[src/hw/rtl/cha_pkg.sv]
// Shared types, constants and the CORDIC angle table for the compass heading core.
// Used by every module of the core; depends on nothing.
`default_nettype none
package cha_pkg;

    localparam int ITERATIONS_DEF = 16;
    localparam int ANGLE_BITS_DEF = 16;
    localparam int RAW_W          = 16;
    localparam int AXIS_W         = 18;
    localparam int GUARD_BITS     = 8;
    localparam int XY_W           = AXIS_W + GUARD_BITS + 2;
    localparam int TABLE_LEN      = 24;
    localparam int HEADING_W      = 16;
    localparam logic [AXIS_W-1:0] CENTER = 18'd32768;

    // atan(2^-i) as a binary angle, 2^32 units per turn.
    localparam logic [TABLE_LEN-1:0][31:0] ATAN_TAB = {
        32'h00000051, 32'h000000A3, 32'h00000146, 32'h0000028C,
        32'h00000518, 32'h00000A30, 32'h0000145F, 32'h000028BE,
        32'h0000517D, 32'h0000A2FA, 32'h000145F3, 32'h00028BE6,
        32'h000517CC, 32'h000A2F98, 32'h00145F2F, 32'h0028BE53,
        32'h00517C55, 32'h00A2F61E, 32'h0145D7E1, 32'h028B0D43,
        32'h051111D4, 32'h09FB385B, 32'h12E4051E, 32'h20000000
    };

    // Vector state handed from cell to cell.
    typedef struct packed {
        logic                   zero;
        logic signed [XY_W-1:0] x;
        logic signed [XY_W-1:0] y;
    } vec_t;

    // Table entry rounded to nearest, ties up, to ab bits.
    function automatic logic [31:0] atan_const(input logic [4:0] idx, input int ab);
        logic [32:0] t;
        t = {1'b0, ATAN_TAB[idx]} + (33'd1 << (31 - ab));
        return 32'(t >> (32 - ab));
    endfunction

endpackage
`default_nettype wire

[src/hw/rtl/compass_heading_atan2_core.sv]
// Top level of the compass heading core: input fold, CORDIC cell chain, output rounding.
// Depends on cha_pkg, cha_prerotate, cha_cell and cha_round.
`default_nettype none
// The core turns one raw magnetometer X/Y pair (offset binary, 32768 is zero
// field) into a heading, a 16-bit binary angle where 65536 units make one
// full turn, 0 points along +X and the angle grows toward +Y. Both axes are
// centered and the signed axis_offset register is added to each before the
// angle is found by CORDIC vectoring; a zero vector reads as heading 0.
// The datapath is a chain of ITERATIONS rotation cells between an
// input fold stage and an output rounding register, so the core takes one
// item every clock cycle while the output is not stalled. An item passes
// through ITERATIONS + 2 registers: the fold stage, the cells and the
// rounding register. Each stage holds its item until the next stage can
// take it, so empty stages keep filling while a result waits on m_tready.
// axis_offset may be written only while no item is in flight.
module compass_heading_atan2_core #(
    parameter int ITERATIONS = cha_pkg::ITERATIONS_DEF,
    parameter int ANGLE_BITS = cha_pkg::ANGLE_BITS_DEF
) (
    input  wire logic        aclk,
    input  wire logic        aresetn,
    // Input item channel.
    input  wire logic        s_tvalid,
    output logic             s_tready,
    input  wire logic [31:0] s_tdata,   // [15:0] raw_x, [31:16] raw_y
    // Result item channel.
    output logic             m_tvalid,
    input  wire logic        m_tready,
    output logic [15:0]      m_tdata,   // [15:0] heading
    // Offset register write port.
    input  wire logic        cfg_we,
    input  wire logic [15:0] cfg_wdata  // axis_offset, signed raw LSBs
);
    import cha_pkg::*;

    logic signed [RAW_W-1:0] axis_offset_reg;

    // Stage k of the chain feeds cell k; index ITERATIONS feeds the output.
    vec_t                  vec_w   [ITERATIONS+1];
    logic [ANGLE_BITS-1:0] z_w     [ITERATIONS+1];
    logic                  valid_w [ITERATIONS+1];
    logic                  ready_w [ITERATIONS+1];

    always_ff @(posedge aclk) begin
        if (!aresetn) begin
            axis_offset_reg <= '0;
        end else if (cfg_we) begin
            axis_offset_reg <= $signed(cfg_wdata);
        end
    end

    cha_prerotate #(
        .ANGLE_BITS(ANGLE_BITS)
    ) u_prerotate (
        .aclk      (aclk),
        .aresetn   (aresetn),
        .in_valid  (s_tvalid),
        .in_ready  (s_tready),
        .raw_x     (s_tdata[15:0]),
        .raw_y     (s_tdata[31:16]),
        .offset    (axis_offset_reg),
        .out_valid (valid_w[0]),
        .out_ready (ready_w[0]),
        .out_vec   (vec_w[0]),
        .out_z     (z_w[0])
    );

    // One micro-rotation per cell; the cell index sets its shift and angle step.
    generate
        for (genvar k = 0; k < ITERATIONS; k++) begin : g_cell
            cha_cell #(
                .STAGE      (k),
                .ANGLE_BITS (ANGLE_BITS)
            ) u_cell (
                .aclk      (aclk),
                .aresetn   (aresetn),
                .in_valid  (valid_w[k]),
                .in_ready  (ready_w[k]),
                .in_vec    (vec_w[k]),
                .in_z      (z_w[k]),
                .out_valid (valid_w[k+1]),
                .out_ready (ready_w[k+1]),
                .out_vec   (vec_w[k+1]),
                .out_z     (z_w[k+1])
            );
        end
    endgenerate

    cha_round #(
        .ANGLE_BITS(ANGLE_BITS)
    ) u_round (
        .aclk        (aclk),
        .aresetn     (aresetn),
        .in_valid    (valid_w[ITERATIONS]),
        .in_ready    (ready_w[ITERATIONS]),
        .in_zero     (vec_w[ITERATIONS].zero),
        .in_z        (z_w[ITERATIONS]),
        .out_valid   (m_tvalid),
        .out_ready   (m_tready),
        .out_heading (m_tdata)
    );

endmodule
`default_nettype wire

[src/hw/rtl/cha_prerotate.sv]
// Input stage: centers both axes, adds the offset and folds the vector into the
// right half-plane. Depends on cha_pkg.
`default_nettype none
module cha_prerotate #(
    parameter int ANGLE_BITS = cha_pkg::ANGLE_BITS_DEF
) (
    input  wire logic                         aclk,
    input  wire logic                         aresetn,
    input  wire logic                         in_valid,
    output logic                              in_ready,
    input  wire logic [cha_pkg::RAW_W-1:0]    raw_x,
    input  wire logic [cha_pkg::RAW_W-1:0]    raw_y,
    input  wire logic signed [cha_pkg::RAW_W-1:0] offset,
    output logic                              out_valid,
    input  wire logic                         out_ready,
    output cha_pkg::vec_t                     out_vec,
    output logic [ANGLE_BITS-1:0]             out_z
);
    import cha_pkg::*;

    localparam logic [ANGLE_BITS-1:0] QUARTER =
        {{(ANGLE_BITS-1){1'b0}}, 1'b1} << (ANGLE_BITS - 2);

    logic                   valid_reg, valid_next;
    vec_t                   vec_reg, vec_next;
    logic [ANGLE_BITS-1:0]  z_reg, z_next;
    logic signed [AXIS_W-1:0] ax, ay;
    logic signed [XY_W-1:0]   sx, sy;

    assign in_ready = !valid_reg || out_ready;

    always_comb begin
        ax = $signed({2'b00, raw_x} - CENTER + {{(AXIS_W-RAW_W){offset[RAW_W-1]}}, offset});
        ay = $signed({2'b00, raw_y} - CENTER + {{(AXIS_W-RAW_W){offset[RAW_W-1]}}, offset});
        sx = $signed({{(XY_W-AXIS_W-GUARD_BITS){ax[AXIS_W-1]}}, ax, {GUARD_BITS{1'b0}}});
        sy = $signed({{(XY_W-AXIS_W-GUARD_BITS){ay[AXIS_W-1]}}, ay, {GUARD_BITS{1'b0}}});
        vec_next.zero = (ax == '0) && (ay == '0);
        vec_next.x    = sx;
        vec_next.y    = sy;
        z_next        = '0;
        if (sx < 0) begin
            if (sy >= 0) begin
                vec_next.x = sy;
                vec_next.y = -sx;
                z_next     = QUARTER;
            end else begin
                vec_next.x = -sy;
                vec_next.y = sx;
                z_next     = -QUARTER;
            end
        end
        valid_next = in_ready ? in_valid : valid_reg;
    end

    always_ff @(posedge aclk) begin
        if (!aresetn) begin
            valid_reg <= 1'b0;
        end else begin
            valid_reg <= valid_next;
        end
    end

    always_ff @(posedge aclk) begin
        if (in_ready && in_valid) begin
            vec_reg <= vec_next;
            z_reg   <= z_next;
        end
    end

    assign out_valid = valid_reg;
    assign out_vec   = vec_reg;
    assign out_z     = z_reg;

endmodule
`default_nettype wire

[src/hw/rtl/cha_cell.sv]
// One CORDIC vectoring micro-rotation with its own pipeline register.
// Depends on cha_pkg.
`default_nettype none
module cha_cell #(
    parameter int STAGE      = 0,
    parameter int ANGLE_BITS = cha_pkg::ANGLE_BITS_DEF
) (
    input  wire logic              aclk,
    input  wire logic              aresetn,
    input  wire logic              in_valid,
    output logic                   in_ready,
    input  wire cha_pkg::vec_t     in_vec,
    input  wire logic [ANGLE_BITS-1:0] in_z,
    output logic                   out_valid,
    input  wire logic              out_ready,
    output cha_pkg::vec_t          out_vec,
    output logic [ANGLE_BITS-1:0]  out_z
);
    import cha_pkg::*;

    localparam logic [ANGLE_BITS-1:0] ATAN_K =
        ANGLE_BITS'(atan_const(5'(STAGE), ANGLE_BITS));

    logic                  valid_reg, valid_next;
    vec_t                  vec_reg, vec_next;
    logic [ANGLE_BITS-1:0] z_reg, z_next;
    logic signed [XY_W-1:0] xs, ys;

    assign in_ready = !valid_reg || out_ready;

    always_comb begin
        xs            = in_vec.x >>> STAGE;
        ys            = in_vec.y >>> STAGE;
        vec_next.zero = in_vec.zero;
        // A y of exactly zero rotates the same way as a negative y.
        if (in_vec.y > 0) begin
            vec_next.x = in_vec.x + ys;
            vec_next.y = in_vec.y - xs;
            z_next     = in_z + ATAN_K;
        end else begin
            vec_next.x = in_vec.x - ys;
            vec_next.y = in_vec.y + xs;
            z_next     = in_z - ATAN_K;
        end
        valid_next = in_ready ? in_valid : valid_reg;
    end

    always_ff @(posedge aclk) begin
        if (!aresetn) begin
            valid_reg <= 1'b0;
        end else begin
            valid_reg <= valid_next;
        end
    end

    always_ff @(posedge aclk) begin
        if (in_ready && in_valid) begin
            vec_reg <= vec_next;
            z_reg   <= z_next;
        end
    end

    assign out_valid = valid_reg;
    assign out_vec   = vec_reg;
    assign out_z     = z_reg;

endmodule
`default_nettype wire

[src/hw/rtl/cha_round.sv]
// Output register: scales the angle to 16 bits and forces zero vectors to 0.
// Depends on cha_pkg.
`default_nettype none
module cha_round #(
    parameter int ANGLE_BITS = cha_pkg::ANGLE_BITS_DEF
) (
    input  wire logic                  aclk,
    input  wire logic                  aresetn,
    input  wire logic                  in_valid,
    output logic                       in_ready,
    input  wire logic                  in_zero,
    input  wire logic [ANGLE_BITS-1:0] in_z,
    output logic                       out_valid,
    input  wire logic                  out_ready,
    output logic [cha_pkg::HEADING_W-1:0] out_heading
);
    import cha_pkg::*;

    logic                 valid_reg, valid_next;
    logic [HEADING_W-1:0] heading_reg, heading_next;
    logic [HEADING_W-1:0] scaled;

    generate
        if (ANGLE_BITS > HEADING_W) begin : g_round
            localparam int SH = ANGLE_BITS - HEADING_W;
            logic [ANGLE_BITS:0] sum;
            // Round to nearest, ties up; a carry out to a full turn drops off.
            assign sum    = {1'b0, in_z} + ((ANGLE_BITS+1)'(1) << (SH - 1));
            assign scaled = sum[SH+HEADING_W-1:SH];
        end else if (ANGLE_BITS == HEADING_W) begin : g_same
            assign scaled = in_z;
        end else begin : g_widen
            assign scaled = {in_z, {(HEADING_W-ANGLE_BITS){1'b0}}};
        end
    endgenerate

    assign in_ready = !valid_reg || out_ready;

    always_comb begin
        heading_next = in_zero ? '0 : scaled;
        valid_next   = in_ready ? in_valid : valid_reg;
    end

    always_ff @(posedge aclk) begin
        if (!aresetn) begin
            valid_reg <= 1'b0;
        end else begin
            valid_reg <= valid_next;
        end
    end

    always_ff @(posedge aclk) begin
        if (in_ready && in_valid) begin
            heading_reg <= heading_next;
        end
    end

    assign out_valid   = valid_reg;
    assign out_heading = heading_reg;

endmodule
`default_nettype wire

[config.mk]
export PLATFORM = sky130hd
export DESIGN_NAME = compass_heading_atan2_core
export DESIGN_NICKNAME = d
export VERILOG_FILES = /design/src/hw/rtl/cha_pkg.sv /design/src/hw/rtl/compass_heading_atan2_core.sv /design/src/hw/rtl/cha_prerotate.sv /design/src/hw/rtl/cha_cell.sv /design/src/hw/rtl/cha_round.sv
export SDC_FILE = /design/constraint.sdc
export NUM_CORES = 2
export LEC_CHECK = 0
export BUFFER_PORTS_ARGS = -buffer_cell sky130_fd_sc_hd__buf_4
export CAP_MARGIN = 20
export CORE_ASPECT_RATIO = 1.25
export CORE_MARGIN = 5
export CORE_UTILIZATION = 59
export CTS_CLUSTER_DIAMETER = 50
export DETAILED_ROUTE_END_ITERATION = 10
export HOLD_SLACK_MARGIN = 0.12
export PLACE_DENSITY = 0.78
export SLEW_MARGIN = 0
export SYNTH_ARGS = -nofsm -noshare
export SYNTH_HDL_FRONTEND = slang
export SYNTH_SLANG_ARGS = --single-unit
[constraint.sdc]
create_clock -name aclk -period 9.11 [get_ports aclk]
set_input_delay 2.733 -clock aclk [delete_from_list [all_inputs] [get_ports aclk]]
set_output_delay 2.733 -clock aclk [all_outputs]
set_load 0.005 [all_outputs]
======== Yosys cells after proc, flatten, opt, wreduce, memory -nomap -nowiden ========
Cells that the tools add are included.
Widths: inputs -> output; s select.
word-level totals
  input port bits ......................... 53
  word-level logic and storage cells ...... 283
  register bits after elaboration ......... 1151
  output and inout port bits .............. 18
operators by class
  reduce and logical (&&, ||, !) cells .... 59
  mux-type cells .......................... 32
  order comparisons ....................... 17
  bitwise logic cells ..................... 1
  add/sub/neg operators ................... 89
operators with widths
  operator             count
  $mux 56              15
  $gt 28x1->1 const B  15
  $mux 16              16
  $add 28x16->28       2
  $add 28x17->28       2
  $add 28x18->28       2
  $add 28x19->28       2
  $add 28x20->28       2
  $add 28x21->28       2
  $add 28x22->28       2
  $add 28x23->28       2
  $add 28x24->28       2
  $add 28x25->28       2
  $add 28x26->28       2
  $add 28x27->28       2
  $neg 26->28          2
  $sub 28x16->28       2
  $sub 28x17->28       2
  $sub 28x18->28       2
  $sub 28x19->28       2
  $sub 28x20->28       2
  $sub 28x21->28       2
  $sub 28x22->28       2
  $sub 28x23->28       2
  48 further kinds     110

======== Longest topological paths before layout ========
  depth in word-level cells ............... 20
  gate-level depth with buffers ........... 26

======== By module ========
From an unflattened synthesis, not the netlist that was laid out.
second synthesis, totals
  cell total of the unflattened synthesis .. 11705
  area total of the unflattened synthesis .. 110677.4 um2
by module, submodules not included
  module                         area each (um2)  times used  cells an instance  seq. area each (um2)
  cha_cell at g_cell[0].u_cell   7069.3           1           796                2182.1
  cha_cell at g_cell[3].u_cell   6777.8           1           728                2212.1
  cha_cell at g_cell[2].u_cell   6749.0           1           726                2212.1
  cha_cell at g_cell[10].u_cell  6696.4           1           732                2212.1
  cha_cell at g_cell[1].u_cell   6618.8           1           707                2212.1
  cha_cell at g_cell[14].u_cell  6582.6           1           701                2212.1
  cha_cell at g_cell[8].u_cell   6577.6           1           700                2212.1
  cha_cell at g_cell[7].u_cell   6512.5           1           685                2212.1
  cha_cell at g_cell[4].u_cell   6502.5           1           665                2212.1
  cha_cell at g_cell[12].u_cell  6495.0           1           678                2212.1
  cha_cell at g_cell[9].u_cell   6487.5           1           694                2212.1
  cha_cell at g_cell[6].u_cell   6480.0           1           669                2212.1
  cha_cell at g_cell[5].u_cell   6403.6           1           671                2212.1
  cha_cell at g_cell[11].u_cell  6332.3           1           653                2212.1
  +5 rows                        --               --          --                 --

======== Least setup slack after synthesis ========
OpenSTA, ideal clock, no wires.
  path type ............................... input to register
  from .................................... input m_tready
  to ...................................... register g_cell[7].u_cell.vec_reg, in the netlist g_cell[7].u_cell.out_vec[0] (enable)
  path slack .............................. 0.001 ns
  arrival ................................. 8.496 ns
  library setup time ...................... 0.612 ns
  path buffers ............................ 0
  cell stages on the path ................. 7
  cells stage by stage .................... nor2b_1 > nand3_1 > nor2_1 > and2_1 > nand2_1 > nor2_1 > a21boi_0
on the way
  word-level cells in the longest chain between the ends .. 11
RTL lines
  item                           RTL line                          text
  from (decl)                    compass_heading_atan2_core.sv:28  input wire logic m_tready,
  $logic_or 1x1->1               cha_round.sv:37                   assign in_ready = !valid_reg || out_ready;
  $logic_or 1x1->1 (9 in a row)  cha_cell.sv:29                    assign in_ready = !valid_reg || out_ready;
  $logic_and 1x1->1              cha_cell.sv:57                    if (in_ready && in_valid) begin
  to (signal assigned)           cha_cell.sv:58                    vec_reg <= vec_next;
  to (decl)                      cha_cell.sv:25                    vec_t vec_reg, vec_next;
Every way passes these cells.
A chain may end at the register's enable or synchronous reset.

======== Worst setup path after layout ========
  from .................................... input m_tready
  to ...................................... output s_tready
on the way
  word-level cells in the longest chain between the ends .. 18
RTL lines
  item                            RTL line                          text
  $logic_or 1x1->1                cha_round.sv:37
  $logic_or 1x1->1 (16 in a row)  cha_cell.sv:29
  $logic_or 1x1->1                cha_prerotate.sv:30               assign in_ready = !valid_reg || out_ready;
  to (decl)                       compass_heading_atan2_core.sv:24  output logic s_tready,
Every way passes these cells.

==> flow_summary.json <==
{
  "status": "finished, final reports clean",
  "crit_fanout": 6,
  "ant_nets": 0,
  "htree_levels": 3,
  "power_mw": 13.5,
  "cts_made_buffers": 119,
  "gp_congestion": 0.996,
  "drt_iter0_markers": 4175,
  "crit-reg2reg-capture": "g_cell[5].u_cell.out_vec[54]",
  "tightest_slew_ns": 1.14,
  "drive_gt1_frac": 0.0495,
  "async_reset_ff_frac": 0,
  "synth-seq-cells": 1017,
  "end_kind": "output port",
  "wl_per_cell_um": 19.4,
  "r2r_slack_ns": 2.08,
  "crit_required_ns": 6.38,
  "worst_clock_skew_ns": 0.0676,
  "die-area_um2": 147000,
  "p_leak_nw": 35.7,
  "coreArea_um2": 139000,
  "vias": 63934,
  "clkTransAtPathRegs_ns": 0.06,
  "seq_area_frac_synth": 0.368,
  "via_per_inst": 6.05,
  "fmax_ghz": 0.128,
  "crit_family": "simple AND/OR/NAND/NOR gates",
  "antenna_found_initial": 4,
  "cts_tree": "built",
  "crit_chain": "buf_4 -> nor2b_1 -> nand3_1 -> nor2_1 -> buf_4 -> nand2_1 -> nor4_1 -> buf_4 -> and4_1 -> nand3_1 -> buf_4",
  "slew_headroom": 0.235,
  "ys_warn_count": 0,
  "synth_top_cells_by_area": "edfxtp_1, ha_1, xnor2_1, a21oi_1, xor2_1",
  "stdcell_count": 10560,
  "hold_viol": 0,
  "finalNetCount": 9614,
  "largest_reg_flops": 711,
  "whs_path_depth": 0,
  "cts_sinks": 1017,
  "worstPathArrival_ns": 5.11,
  "grt_pass1_wl_um": 324000,
  "cp_slowest_cell": "and4_1",
  "worst-path-buf-inv": 4,
  "cp_common_cell": "buf_4",
  "hp-start": "g_cell[14].u_cell.out_z[13]",
  "finalSetupTns_ns": 0,
  "min_to": "g_cell[15].u_cell.out_z[13]",
  "dp_cells": 10333,
  "cts_setup_buffers": 0,
  "n_fill_cell": 11150,
  "dieWidth_um": 344,
  "synth.distinct_cells": 97,
  "maxSlewViolCount": 0,
  "drv_cap": 0,
  "max_stage_delay_ns": 0.45,
  "cts-root-buf": "clkbuf_16",
  "cts_buffer_depth": 3,
  "ctsResizeCount": 0,
  "first_pass_iters": 8,
  "track_usage": 0.273,
  "num_rows": 153,
  "synthesis.area_um2": 82100,
  "first_global_vias": 63236,
  "io_buffers": 69,
  "yosys.area.top_type": "edfxtp_1",
  "wirelength_um": 205000,
  "die_h_um": 427,
  "post-dp-hpwl_um": 162000,
  "ios": 71,
  "min_period_ns": 7.84,
  "critPathKind": "input pin to output port",
  "holdBufCountCts": 0,
  "synth_edf_count": 983,
  "start_util": 0.591,
  "grt-ovfl-total": 0,
  "drc": 0,
  "yosysTopAreaCellShare": 0.360,
  "syn-instance-count": 8489,
  "setup_violations": 0,
  "reg2reg_from": "g_cell[4].u_cell.out_vec[7]",
  "power.density_cell_area_nw_per_um2": 152,
  "hold_path_class": "flop to flop",
  "area_growth_pct": 8.55,
  "fin_crit_sh": 0.860,
  "critPathLaunchType": "input pin",
  "synth-main-ff-cell": "edfxtp_1",
  "rr_worst_depth": 22,
  "grt_max_degree": 73,
  "ir_drop_uv": 207,
  "rsz0062_at_grt": "no",
  "insertion_delay_ns": 0.78,
  "avgSynthCellArea_um2": 9.67
}
## power by group
part | internal [mW] | total [mW] | switching, mW
sequential | 5.42 | 5.63 | 0.208
clock | 2.83 | 4.88 | 2.05
combinational | 1.25 | 3.03 | 1.79
## routing by layer
| metal | GRT usage | wire length [um] |
|---|---|---|
| met2 | 0.511 | 107000 |
| met4 | 0.172 | 14600 |
| met1 | 0.292 | 76100 |
| met3 | 0.0297 | 7790 |
| met5 | 0 | 41 |
## per-stage QoR
stage | worst slack (ns) | instance area, um2 | hold WS (ns) | util
after floorplan | 0.00136 | 82100 | 0.400 | -
after global placement | 1.24 | 85000 | 0.403 | 0.612
after detailed placement | 1.29 | 85000 | 0.405 | 0.612
after CTS | 1.23 | 89100 | 0.419 | 0.642
after global routing | 1.04 | 89100 | 0.423 | 0.642
final | 1.27 | 89100 | 0.418 | 0.642
## cell families (layout without fill, tap and decap cells)
logic type,count (synthesis),after routing,synth area share
AO/OA/AOI/OAI,2354,2354,0.181
AND/OR/NAND/NOR,2241,2241,0.134
XOR/XNOR,1236,1236,0.132
flip-flops,1017,1017,0.368
adder cells (fa/ha/maj),963,963,0.150
buffers and inverters,622,829,0.0287
multiplexers,55,55,0.00684
other,1,5,0.0000457
## worst reg2reg max path: stages (launching register included)
cell and delay, ns:
edfxtp_1 0.53, nor3_1 0.30, nand2_1 0.13, nor3_1 0.26
nor4b_2 0.54, nand2_1 0.23, nor3_2 0.37, a31oi_2 0.15
inv_1 0.51, buf_4 0.40, a21oi_1 0.09, xnor2_1 0.36
ha_1 0.36, inv_1 0.09, o21bai_1 0.07, a21oi_1 0.33
o31ai_1 0.24, a221oi_1 0.56, o21ai_1 0.24, or4b_1 0.51
a31o_2 0.24, a21oi_1 0.17, xnor2_1 0.08
## worst max path at each step
stage | slack [ns] | endpoint | from | cells after the start
4_1_cts | 1.23 | s_tready | m_tready | 11
3_5_place_dp | 1.29 | s_tready | m_tready | 11
2_1_floorplan | 0.001 | g_cell[7].u_cell.out_vec[0] | m_tready | 7
5_1_grt | 1.04 | s_tready | m_tready | 11
3_3_place_gp | 1.24 | s_tready | m_tready | 11
6_report | 1.27 | s_tready | m_tready | 11
## cells in the final DEF, fill, tap and decap left out, drive strengths merged, types with 117 or more instances in the layout
cell and instances:
edfxtp 983, ha 929, xnor2 843, a21oi 737
nor2 683, o21ai 535, inv 508, nand2 465
xor2 393, a21o 263, nor3 224, nand3 156
o21bai 143, clkbuf 135, nor2b 122, o31ai 117
buf 117
## area by class of cell
type / instances / area (um2) / share of cell area
tap: 1860 / 2330 / 0.0261
antenna: 1 / 2.50 / 0.0000281
clock buffer: 134 / 3060 / 0.0343
timing repair buffer: 119 / 916 / 0.0103
clock inverter: 88 / 1050 / 0.0117
inverter: 488 / 1830 / 0.0206
multi-input combinational: 6853 / 49700 / 0.558
sequential: 1017 / 30200 / 0.339
## cell usage after synthesis (all sizes together), types with 89 or more instances
library cell and n:
o21bai 143, clkbuf 112, o21a 112, xor2 393
a21o 263, inv 487, xnor2 843, or3 90
a21oi 737, ha 929, nand2b 96, nor4 89
nor3 224, nand2 465, nand3 156, o21ai 535
edfxtp 983, o31ai 117, nor2 683, nor2b 122
Power figures use the tool's default switching activity.
